<file path="config.mk">
export PLATFORM = sky130hd
export DESIGN_NAME = stfla_ctrl
export DESIGN_NICKNAME = d
export VERILOG_FILES = /design/src/hw/rtl/stfla_pkg.sv /design/src/hw/rtl/stfla_ctrl.sv
export SDC_FILE = /design/constraint.sdc
export NUM_CORES = 1
export LEC_CHECK = 0
export BUFFER_PORTS_ARGS = -buffer_cell sky130_fd_sc_hd__clkbuf_2
export CORE_ASPECT_RATIO = 1.2
export CORE_UTILIZATION = 35
export CTS_BUF_LIST = sky130_fd_sc_hd__clkbuf_8
export DETAILED_ROUTE_END_ITERATION = 6
export PLACE_DENSITY = 0.64
export SLEW_MARGIN = 20
export SYNTH_ARGS = -nofsm -noshare
export SYNTH_HDL_FRONTEND = slang
export SYNTH_SLANG_ARGS = --single-unit
</file>
<file path="constraint.sdc">
create_clock -name clk -period 1.6 [get_ports clk]
set_input_delay 0.08 -clock clk [delete_from_list [all_inputs] [get_ports clk]]
set_output_delay 0.08 -clock clk [all_outputs]
set_load 0.03 [all_outputs]
</file>
<file path="src/hw/rtl/stfla_pkg.sv">
package stfla_pkg;

	localparam int SLOTS_DEF = 1024;
	localparam int SLOT_W = 10;
	localparam int ID_W = 32;
	localparam int CMD_W = 2;
	localparam logic [ID_W-1:0] FIRST_ID_RST = 32'd100;

	typedef enum logic [CMD_W-1:0] {
		OP_ADD    = 2'd0,
		OP_REMOVE = 2'd1,
		OP_SEARCH = 2'd2
	} op_t;

	typedef enum logic [2:0] {
		ST_OK         = 3'd0,
		ST_NO_FREE    = 3'd1,
		ST_BAD_INDEX  = 3'd2,
		ST_NOT_OCC    = 3'd3,
		ST_STACK_FULL = 3'd4
	} stat_t;

	// where the result slot and id come from
	typedef enum logic [1:0] {
		RS_ZERO = 2'd0,
		RS_ADD  = 2'd1,
		RS_SCAN = 2'd2
	} res_src_t;

	// one slot table word
	typedef struct packed {
		logic            occ;
		logic [ID_W-1:0] id;
	} slot_ent_t;

	// controller to datapath
	typedef struct packed {
		logic     cap;
		logic     stk_rd;
		logic     cand_rd;
		logic     idx_rd;
		logic     scan_rd;
		logic     scan_step;
		logic     add_wr;
		logic     rem_wr;
		logic     res_ld;
		res_src_t res_src;
		stat_t    res_code;
		logic     out_ld;
	} cmd_t;

	// datapath to controller
	typedef struct packed {
		logic out_busy;
		logic idx_bad;
		logic key_zero;
		logic cand_ok;
		logic slot_occ;
		logic stk_full;
		logic scan_end;
		logic scan_hit;
	} sts_t;

endpackage

</file>
<file path="src/hw/rtl/stfla_ctrl.sv">
module stfla_ctrl import stfla_pkg::*; (
	input  logic             clk,
	input  logic             arst_n,
	input  logic             in_valid,
	input  logic [CMD_W-1:0] command,
	input  sts_t             sts,
	output cmd_t             cmd,
	output logic             in_stall
);

	typedef enum logic [8:0] {
		S_IDLE   = 9'b000000001,
		S_A_STK  = 9'b000000010,
		S_A_CAND = 9'b000000100,
		S_A_CHK  = 9'b000001000,
		S_R_RD   = 9'b000010000,
		S_R_CHK  = 9'b000100000,
		S_S_RD   = 9'b001000000,
		S_S_CMP  = 9'b010000000,
		S_DONE   = 9'b100000000
	} state_t;

	state_t state_q, state_d;

	assign in_stall = (state_q != S_IDLE);

	always_comb begin
		state_d      = state_q;
		cmd          = '0;
		cmd.res_src  = RS_ZERO;
		cmd.res_code = ST_OK;
		case (state_q)
			S_IDLE: begin
				if (in_valid) begin
					cmd.cap = 1'b1;
					case (command)
						OP_ADD:    state_d = S_A_STK;
						OP_REMOVE: state_d = S_R_RD;
						OP_SEARCH: state_d = S_S_RD;
						default: begin
							// unused command answers all zero
							cmd.res_ld = 1'b1;
							state_d    = S_DONE;
						end
					endcase
				end
			end
			S_A_STK: begin
				cmd.stk_rd = 1'b1;
				state_d    = S_A_CAND;
			end
			S_A_CAND: begin
				cmd.cand_rd = 1'b1;
				state_d     = S_A_CHK;
			end
			S_A_CHK: begin
				cmd.res_ld = 1'b1;
				if (sts.cand_ok) begin
					cmd.add_wr  = 1'b1;
					cmd.res_src = RS_ADD;
				end else begin
					cmd.res_code = ST_NO_FREE;
				end
				state_d = S_DONE;
			end
			S_R_RD: begin
				if (sts.idx_bad) begin
					cmd.res_ld   = 1'b1;
					cmd.res_code = ST_BAD_INDEX;
					state_d      = S_DONE;
				end else begin
					cmd.idx_rd = 1'b1;
					state_d    = S_R_CHK;
				end
			end
			S_R_CHK: begin
				cmd.res_ld = 1'b1;
				if (!sts.slot_occ) begin
					cmd.res_code = ST_NOT_OCC;
				end else begin
					cmd.rem_wr   = 1'b1;
					cmd.res_code = sts.stk_full ? ST_STACK_FULL : ST_OK;
				end
				state_d = S_DONE;
			end
			S_S_RD: begin
				if (sts.key_zero || sts.scan_end) begin
					cmd.res_ld = 1'b1;
					state_d    = S_DONE;
				end else begin
					cmd.scan_rd = 1'b1;
					state_d     = S_S_CMP;
				end
			end
			S_S_CMP: begin
				if (sts.scan_hit) begin
					cmd.res_ld  = 1'b1;
					cmd.res_src = RS_SCAN;
					state_d     = S_DONE;
				end else begin
					cmd.scan_step = 1'b1;
					state_d       = S_S_RD;
				end
			end
			S_DONE: begin
				if (!sts.out_busy) begin
					cmd.out_ld = 1'b1;
					state_d    = S_IDLE;
				end
			end
			default: begin
				state_d = S_IDLE;
			end
		endcase
	end

	always_ff @(posedge clk or negedge arst_n) begin
		if (!arst_n) begin
			state_q <= S_IDLE;
		end else begin
			state_q <= state_d;
		end
	end

`ifndef SYNTHESIS
	a_accept_leaves_idle: assert property (@(posedge clk) disable iff (!arst_n)
		(in_valid && !in_stall) |=> (state_q != S_IDLE))
		else $error("accepted beat left controller idle");

	a_single_write: assert property (@(posedge clk) disable iff (!arst_n)
		!(cmd.add_wr && cmd.rem_wr))
		else $error("add and remove write in one cycle");

	a_done_loads_once: assert property (@(posedge clk) disable iff (!arst_n)
		cmd.out_ld |=> (state_q == S_IDLE))
		else $error("output load did not return to idle");
`endif

endmodule

</file>
---- Word level (Yosys, flattened, before mapping) ----
Index checks and enable logic that the tools add are counted.
word-level totals
  input port bits ......................... 13
  output and inout port bits .............. 16
  bits in registers ....................... 9
operators by class
  muxes and demuxes ....................... 36
  eq/ne operators ......................... 14
  reductions and logical operators ........ 5
operators with widths
  kind                                           count
  one-hot mux 9 bit (8 select lines)             1
  two-way mux 9 bit                              5
  one-hot mux 9 bit (3 select lines)             1
  two-way mux 1 bit                              22
  == test 9 x 1 -> 1 bit, second input constant  1
  == test 9 x 2 -> 1 bit, second input constant  1
  == test 9 x 3 -> 1 bit, second input constant  1
  == test 9 x 4 -> 1 bit, second input constant  1
  == test 9 x 5 -> 1 bit, second input constant  1
  == test 9 x 6 -> 1 bit, second input constant  1
  == test 9 x 7 -> 1 bit, second input constant  1
  == test 9 x 8 -> 1 bit, second input constant  1
  == test 9 bit, second input constant           1
  two-way mux 3 bit                              3
  != test 9 x 1 -> 1 bit, second input constant  1
  one-hot mux 3 bit (3 select lines)             1
  one-hot mux 1 bit (5 select lines)             1
  != test 2 bit, second input constant           2
  one-hot mux 2 bit (2 select lines)             1
  OR reduction 3 bit                             1
  == test 2 x 1 -> 1 bit, second input constant  1
  == test 2 bit, second input constant           1
  zero test 2 bit                                1
  two-way mux 2 bit                              1
  3 further kinds                                3

---- Depth between registers and ports, before layout ----
Gate-level depths: netlist (run 1).
  depth after elaboration ................. 5
  mapped depth ............................ 6
  depth with buffers taken out ............ 5

---- Least setup slack after synthesis (run 1) ----
No wires, ideal clock.
  path type ............................... flip-flop to output port
  start ................................... register state_q[3]
  end ..................................... output port cmd[11] (netlist bit)
  slack ................................... -0.500 ns
  arrival time ............................ 2.020 ns
  data required time ...................... 1.520 ns
  cell stages (with the launch flop) ...... 5
  path buffers ............................ 1
  cell sequence ........................... dfrtp_1 > buf_6 > nor4_4 > nand2_1 > nor4b_1
RTL lines
  what                    line               source
  from (decl)             stfla_ctrl.sv:23   state_t state_q, state_d;
  from (signal assigned)  stfla_ctrl.sv:121  state_q <= state_d;
  to (decl)               stfla_ctrl.sv:7    output cmd_t cmd,

==> flow_metrics.py, run 1 <==
metrics = {
    "outcome": {
        "status": "finished, violations left",
        "violations": "DRC, setup timing",
    },
    "floorplanning": {
        "core_area_sq_um": 1893,
        "die_w_um": 43.57,
        "die-area_sq_um": 2260,
        "die_h_um": 51.88,
        "ioPinCount": 29,
        "placementRows": 17,
        "initial_utilization": 0.3833,
    },
    "logic_synthesis": {
        "synth_area_leaders": "dfrtp_1, nor2_1, nor3_2",
        "synth_compound_area_frac": 0.1310,
        "yosys.area_share.simple": 0.4810,
        "synthAdderAreaFrac": 0,
        "synth-main-ff-cell": "dfrtp_1",
        "synth_mux_area_frac": 0.01379,
        "yosys-top-cells-count": "nor2_1, dfrtp_1",
        "synthXorXnorAreaFrac": 0.01207,
        "async_reset_ff_frac": 1.000,
        "syn_area_per_cell_sq_um": 8.743,
        "synthesis.area_sq_um": 725.7,
        "synth_warnings": 0,
        "ys_ff_latch": 9,
        "synth_top_area_frac": 0.2759,
        "synth_top_family_by_area": "simple AND/OR/NAND/NOR gates",
        "ys_types": 37,
        "synth.most_common_cell": "nor2_1",
        "yosysTopAreaCell": "dfrtp_1",
        "netlist_instances": 83,
        "syn_nets": 96,
        "synth-seq-area-share": 0.3121,
        "synth_edf_count": 0,
    },
    "clocking": {
        "cts_buffers": 3,
        "cts_root_buf": "clkbuf_8",
        "cts_buffer_depth": 2,
        "htree_levels": 1,
        "cts_sinks": 9,
        "path_clk_slew_ns": 0.05,
        "clock_latency_ns": 0.25,
        "cts_tree": "done",
    },
    "pwr": {
        "clockPowerShare": 0.143,
        "comb_power_share": 0.679,
        "power.switching_uw": 832.9,
        "internal-power_uw": 1123,
        "cellPowerDensity_nw_per_um2": 1320,
        "seqPwrFrac": 0.178,
        "vdd_drop_max_v": 0.001097,
        "cellLeakagePower_uw": 0.0006582,
        "switching_share": 0.4258,
    },
    "detailed_routing": {
        "postRouteWirelength_um": 2603,
        "antenna_left": 0,
        "first_iter_violations": 13,
        "wire_per_inst_um": 16.37,
        "drcViolationCount": 4,
        "dr.pass1.iters": 6,
        "vias": 897,
        "via_per_inst": 5.642,
    },
    "finish": {
        "top_regs": "state_q: 9 flops",
        "drive_gt1_frac": 0.6857,
        "fin_cells": 159,
        "areaGrowthSynthToFinish_pct": 104.1,
        "post-route-util": 0.7826,
        "largest-register": "state_q",
        "num-nets-final": 154,
        "diodes": 0,
        "largest_reg_flops": 9,
    },
    "global_route": {
        "overflow": 0,
        "grt_pass1_vias": 882,
        "grt_util_all_layers": 0.2522,
        "grt_start_max_net_pins": 10,
        "grt_pass1_wl_um": 4064,
        "antenna_found_initial": 0,
    },
    "min_path": {
        "worstHoldPathType": "in -> reg",
    },
    "timing": {
        "drv_slew": 0,
        "finClkSkew_ns": 0.002218,
        "worst_pin_slew_ns": 0.3064,
        "max_freq_mhz": 552.1,
        "min_period_ns": 1.811,
        "setup_ws_ns": -0.2112,
        "finalHoldViolCount": 0,
        "maxSlewHeadroom": 0.7942,
        "final-setup-viol-count": 15,
        "fin_crit_sh": 1.132,
        "whs_ns": 0.03399,
        "setup_tns_ns": -1.432,
        "rsz0062_at_grt": "yes",
    },
    "critical_path": {
        "cp.arrival_ns": 1.73,
        "crit_path_end": "cmd[6]",
        "crit_start": "state_q[3]",
        "path_class": "reg -> out",
        "cp_max_fo": 4,
        "worstSetupStartpointType": "flop",
        "rrSetupSlack_ns": -0.02,
        "crit_path_end_kind": "output pin",
        "cp_data_required_time_ns": 1.52,
        "r2r-end": "state_q[6]",
        "worstRegToRegCells": 5,
        "timing.rr.start": "state_q[3]",
    },
    "placement": {
        "pre_cts_ws_ns": -0.003650,
        "io_buffer_count": 28,
        "hpwl_um": 1664,
        "dp_cells": 142,
        "place.gp.congestion": 0.7767,
    },
    "run": {
        "drv_cap": 0,
    },
}
==> power by group through the flow <==
stage | registers [uW] | logic, uW | clock network, uW
3_5_place_dp | 338 | 829 | 0
4_1_cts | 344 | 1140 | 284
2_1_floorplan | 311 | 600 | 0
5_1_grt | 349 | 1410 | 295
3_3_place_gp | 336 | 818 | 0
6_report | 349 | 1330 | 279
==> layer usage <==
| layer | global-route usage | up-vias | part of all wire |
|---|---|---|---|
| met5 | 0 | - | 0 |
| met4 | 0.1250 | 0 | 0.018 |
| met2 | 0.4478 | 25 | 0.56 |
| met3 | 0.04167 | 5 | 0.039 |
| li1 | - | 425 | - |
| met1 | 0.2854 | 442 | 0.38 |
==> through the flow <==
step	cell area, sq um	total power, uW
4_1_cts	1361	1768
3_5_place_dp	1037	1167
2_1_floorplan	788.3	911.4
6_report	1481	1956
5_1_grt	1481	2053
3_3_place_gp	1037	1155
==> kinds of logic (layout without fill, tap and decap cells) <==
| group | count (synthesis) | in the layout |
|---|---|---|
| xor gates and xnor gates | 1 | 1 |
| muxes | 1 | 1 |
| buffers and inverters | 7 | 64 |
| AOI/OAI and AO/OA | 12 | 12 |
| DFF | 9 | 9 |
| and+or+nand+nor | 53 | 53 |
==> critical path: stages (launching register included) <==
cell	delay, ns
dfrtp_2	0.43
nor4_4	0.37
nand2_2	0.20
o311ai_4	0.28
clkbuf_8	0.21
==> worst min path at each step <==
stage	start	to	slack (ns)	cells after the start
floorplan	arst_n	state_q[1]	-0.22	0
global placement	arst_n	state_q[3]	-0.04	1
detailed placement	arst_n	state_q[4]	-0.04	1
CTS	command[1]	state_q[4]	0.03	2
global route	command[1]	state_q[4]	0.05	2
finish	command[1]	state_q[4]	0.03	2
==> area by class of cell <==
type	count	area, sq um
multi-input cells	67	644.4
repair buffers	56	520.5
fillers	113	411.6
flip-flops and latches	9	232.7
clock buffers	3	41.29
well taps	19	23.77
inverters	4	15.01
clock inverters	1	3.754
==> layout by cell type, fill, tap and decap left out, drive strengths merged, types with 2 or more instances in the layout <==
cell type,netlist,final
buf,3,37
clkbuf,0,21
nor2,11,11
dfrtp,8,8
nor3,7,7
inv,4,5
nand3,5,5
and2,4,4
nand2b,4,4
and3,4,4
nand4,3,3
nor4,3,3
nand2,3,3
o21ai,3,3
nand3b,2,2
o21a,2,2
nor3b,2,2
o211ai,2,2
nor4b,2,2
==> what timing repair did <==
| action | 4_1_cts | 5_1_grt |
|---|---|---|
| hold buffers | 1 | 0 |
| pin swaps | 16 | 10 |
| gates resized for setup | 49 | 35 |
| setup buffers | 10 | 4 |
| endpoints found under the setup margin | 16 | 21 |
| gates cloned | 0 | 0 |
| endpoints found under the hold margin | 9 | 0 |
Power figures use the tool's default switching activity.
==> inputs of run 2 (changes only) <==
- RECOVER_POWER: not set -> 100
- REMOVE_ABC_BUFFERS: not set -> 1
==> flow_metrics.py, run 2 (synthesis gave the netlist of run 1 again) <==
metrics = {
    "clocking": {
        "cts_tree": "done",
        "cts_sinks": 9,
        "clock_latency_ns": 0.23,
        "htree_levels": 1,
        "cts_root_buf": "clkbuf_8",
        "cts_buffer_depth": 2,
        "cts_buffers": 3,
        "path_clk_slew_ns": 0.04,
    },
    "pwr": {
        "cellPowerDensity_nw_per_um2": 1434,
        "vdd_drop_max_v": 0.001255,
        "total_power_uw": 1910,
        "cellLeakagePower_uw": 0.0006077,
    },
    "global_route": {
        "grt_pass1_vias": 806,
        "grt_pass1_wl_um": 3353,
        "grt_use_met3": 0.02083,
        "grt_use_met2": 0.3955,
        "use_met1": 0.2162,
        "grt_util_all_layers": 0.2073,
        "overflow": 0,
        "antenna_found_initial": 0,
        "grt_start_max_net_pins": 10,
        "grt_busiest_layer": "met2",
    },
    "timing": {
        "fin_crit_sh": 1.136,
        "rsz0062_at_grt": "yes",
        "setup_tns_ns": -1.898,
        "setup_ws_ns": -0.2173,
        "final-setup-viol-count": 19,
        "worst_pin_slew_ns": 0.4659,
        "finalHoldViolCount": 0,
        "drv_slew": 0,
        "finClkSkew_ns": 0.002443,
        "maxSlewHeadroom": 0.6894,
        "max_freq_mhz": 550.3,
        "min_period_ns": 1.817,
    },
    "run": {
        "drv_cap": 0,
    },
    "finish": {
        "largest-register": "state_q",
        "fillerInstances": 147,
        "num-nets-final": 148,
        "largest_reg_flops": 9,
        "top_regs": "state_q: 9 flops",
        "diodes": 0,
        "multi_input_area_sq_um": 585.6,
        "seq_area_sq_um": 227.7,
        "post-route-util": 0.7039,
        "areaGrowthSynthToFinish_pct": 83.62,
        "drive_gt1_frac": 0.5746,
        "fin_cells": 153,
        "final_cell_mix": "buf_4, clkbuf_2, clkbuf_8",
        "final_common_cell": "buf_4",
    },
    "placement": {
        "pre_cts_ws_ns": 0.03349,
        "dp_cells": 136,
        "place.gp.congestion": 0.7627,
        "hpwl_um": 1545,
        "io_buffer_count": 28,
    },
    "critical_path": {
        "worstSetupStartpointType": "flop",
        "timing.rr.start": "state_q[2]",
        "worstRegToRegCells": 5,
        "r2r-end": "state_q[7]",
        "cp_data_required_time_ns": 1.52,
        "crit_path_end_kind": "output pin",
        "rrSetupSlack_ns": -0.03,
        "cp.arrival_ns": 1.74,
        "path_class": "reg -> out",
        "cp_max_fo": 5,
    },
    "outcome": {
        "violations": "DRC, setup timing",
        "status": "finished, violations left",
    },
    "detailed_routing": {
        "wire_per_inst_um": 15.61,
        "postRouteWirelength_um": 2389,
        "via_per_inst": 5.516,
        "dr.pass1.iters": 6,
        "first_iter_violations": 24,
        "drcViolationCount": 6,
        "antenna_left": 0,
        "vias": 844,
    },
    "floorplanning": {
        "die-area_sq_um": 2260,
        "placementRows": 17,
        "die_w_um": 43.57,
        "die_h_um": 51.88,
        "ioPinCount": 29,
        "core_area_sq_um": 1893,
        "initial_utilization": 0.3833,
    },
    "min_path": {
        "worstHoldPathType": "in -> reg",
        "holdPathEnd": "state_q[5]",
        "hold_start": "sts[6]",
        "hold_depth": 2,
    },
}
==> run 2: layer usage <==
layer	part of all wire	up-vias
li1	-	408
met1	0.38	391
met4	0.034	0
met3	0.033	11
met2	0.56	34
met5	0	-
==> run 2: worst max path at each step <==
stage	from	to	slack [ns]	cells after the start
after floorplan	state_q[3]	cmd[11]	-0.51	3
after global placement	state_q[2]	cmd[11]	0.02	4
after detailed placement	state_q[2]	cmd[1]	0.03	4
after CTS	state_q[8]	cmd[6]	-0.16	6
after global routing	state_q[2]	cmd[3]	-0.33	5
final	state_q[2]	cmd[3]	-0.22	5
==> run 2: final cells by class <==
type	instances	area share
multi-input cells	67	0.4394
repair buffers	50	0.3268
flip-flops and latches	9	0.1709
clock buffers	3	0.03099
well taps	19	0.01784
inverters	4	0.01127
clock inverters	1	0.002817
==> run 2: through the flow <==
stage	cell area, sq um	hold WS (ns)
after floorplan	704.4	-0.2156
final	1333	0.06441
after global placement	935.9	-0.05862
after detailed placement	935.9	-0.05725
after CTS	1171	0.03841
after global routing	1333	0.07581
==> run 2: worst max-delay path, stage by stage (launching register included) <==
cell      delay (ns)
dfrtp_1         0.40
nor4_4          0.40
nand2_2         0.18
nor3_2          0.20
and2_1          0.17
clkbuf_8        0.16
==> run 2: power breakdown <==
group / leakage [uW] / internal [uW] / switching [uW]
sequential: 0.000119 / 277 / 46.9
clock: 0.0000269 / 167 / 86.6
combinational: 0.000461 / 669 / 665
==> run 2: repair_timing <==
item,CTS,global route
pin swaps,10,13
endpoints found under the hold margin,9,0
resized for setup,33,36
hold buffers,1,0
endpoints found under the setup margin,16,20
buffers inserted,6,6
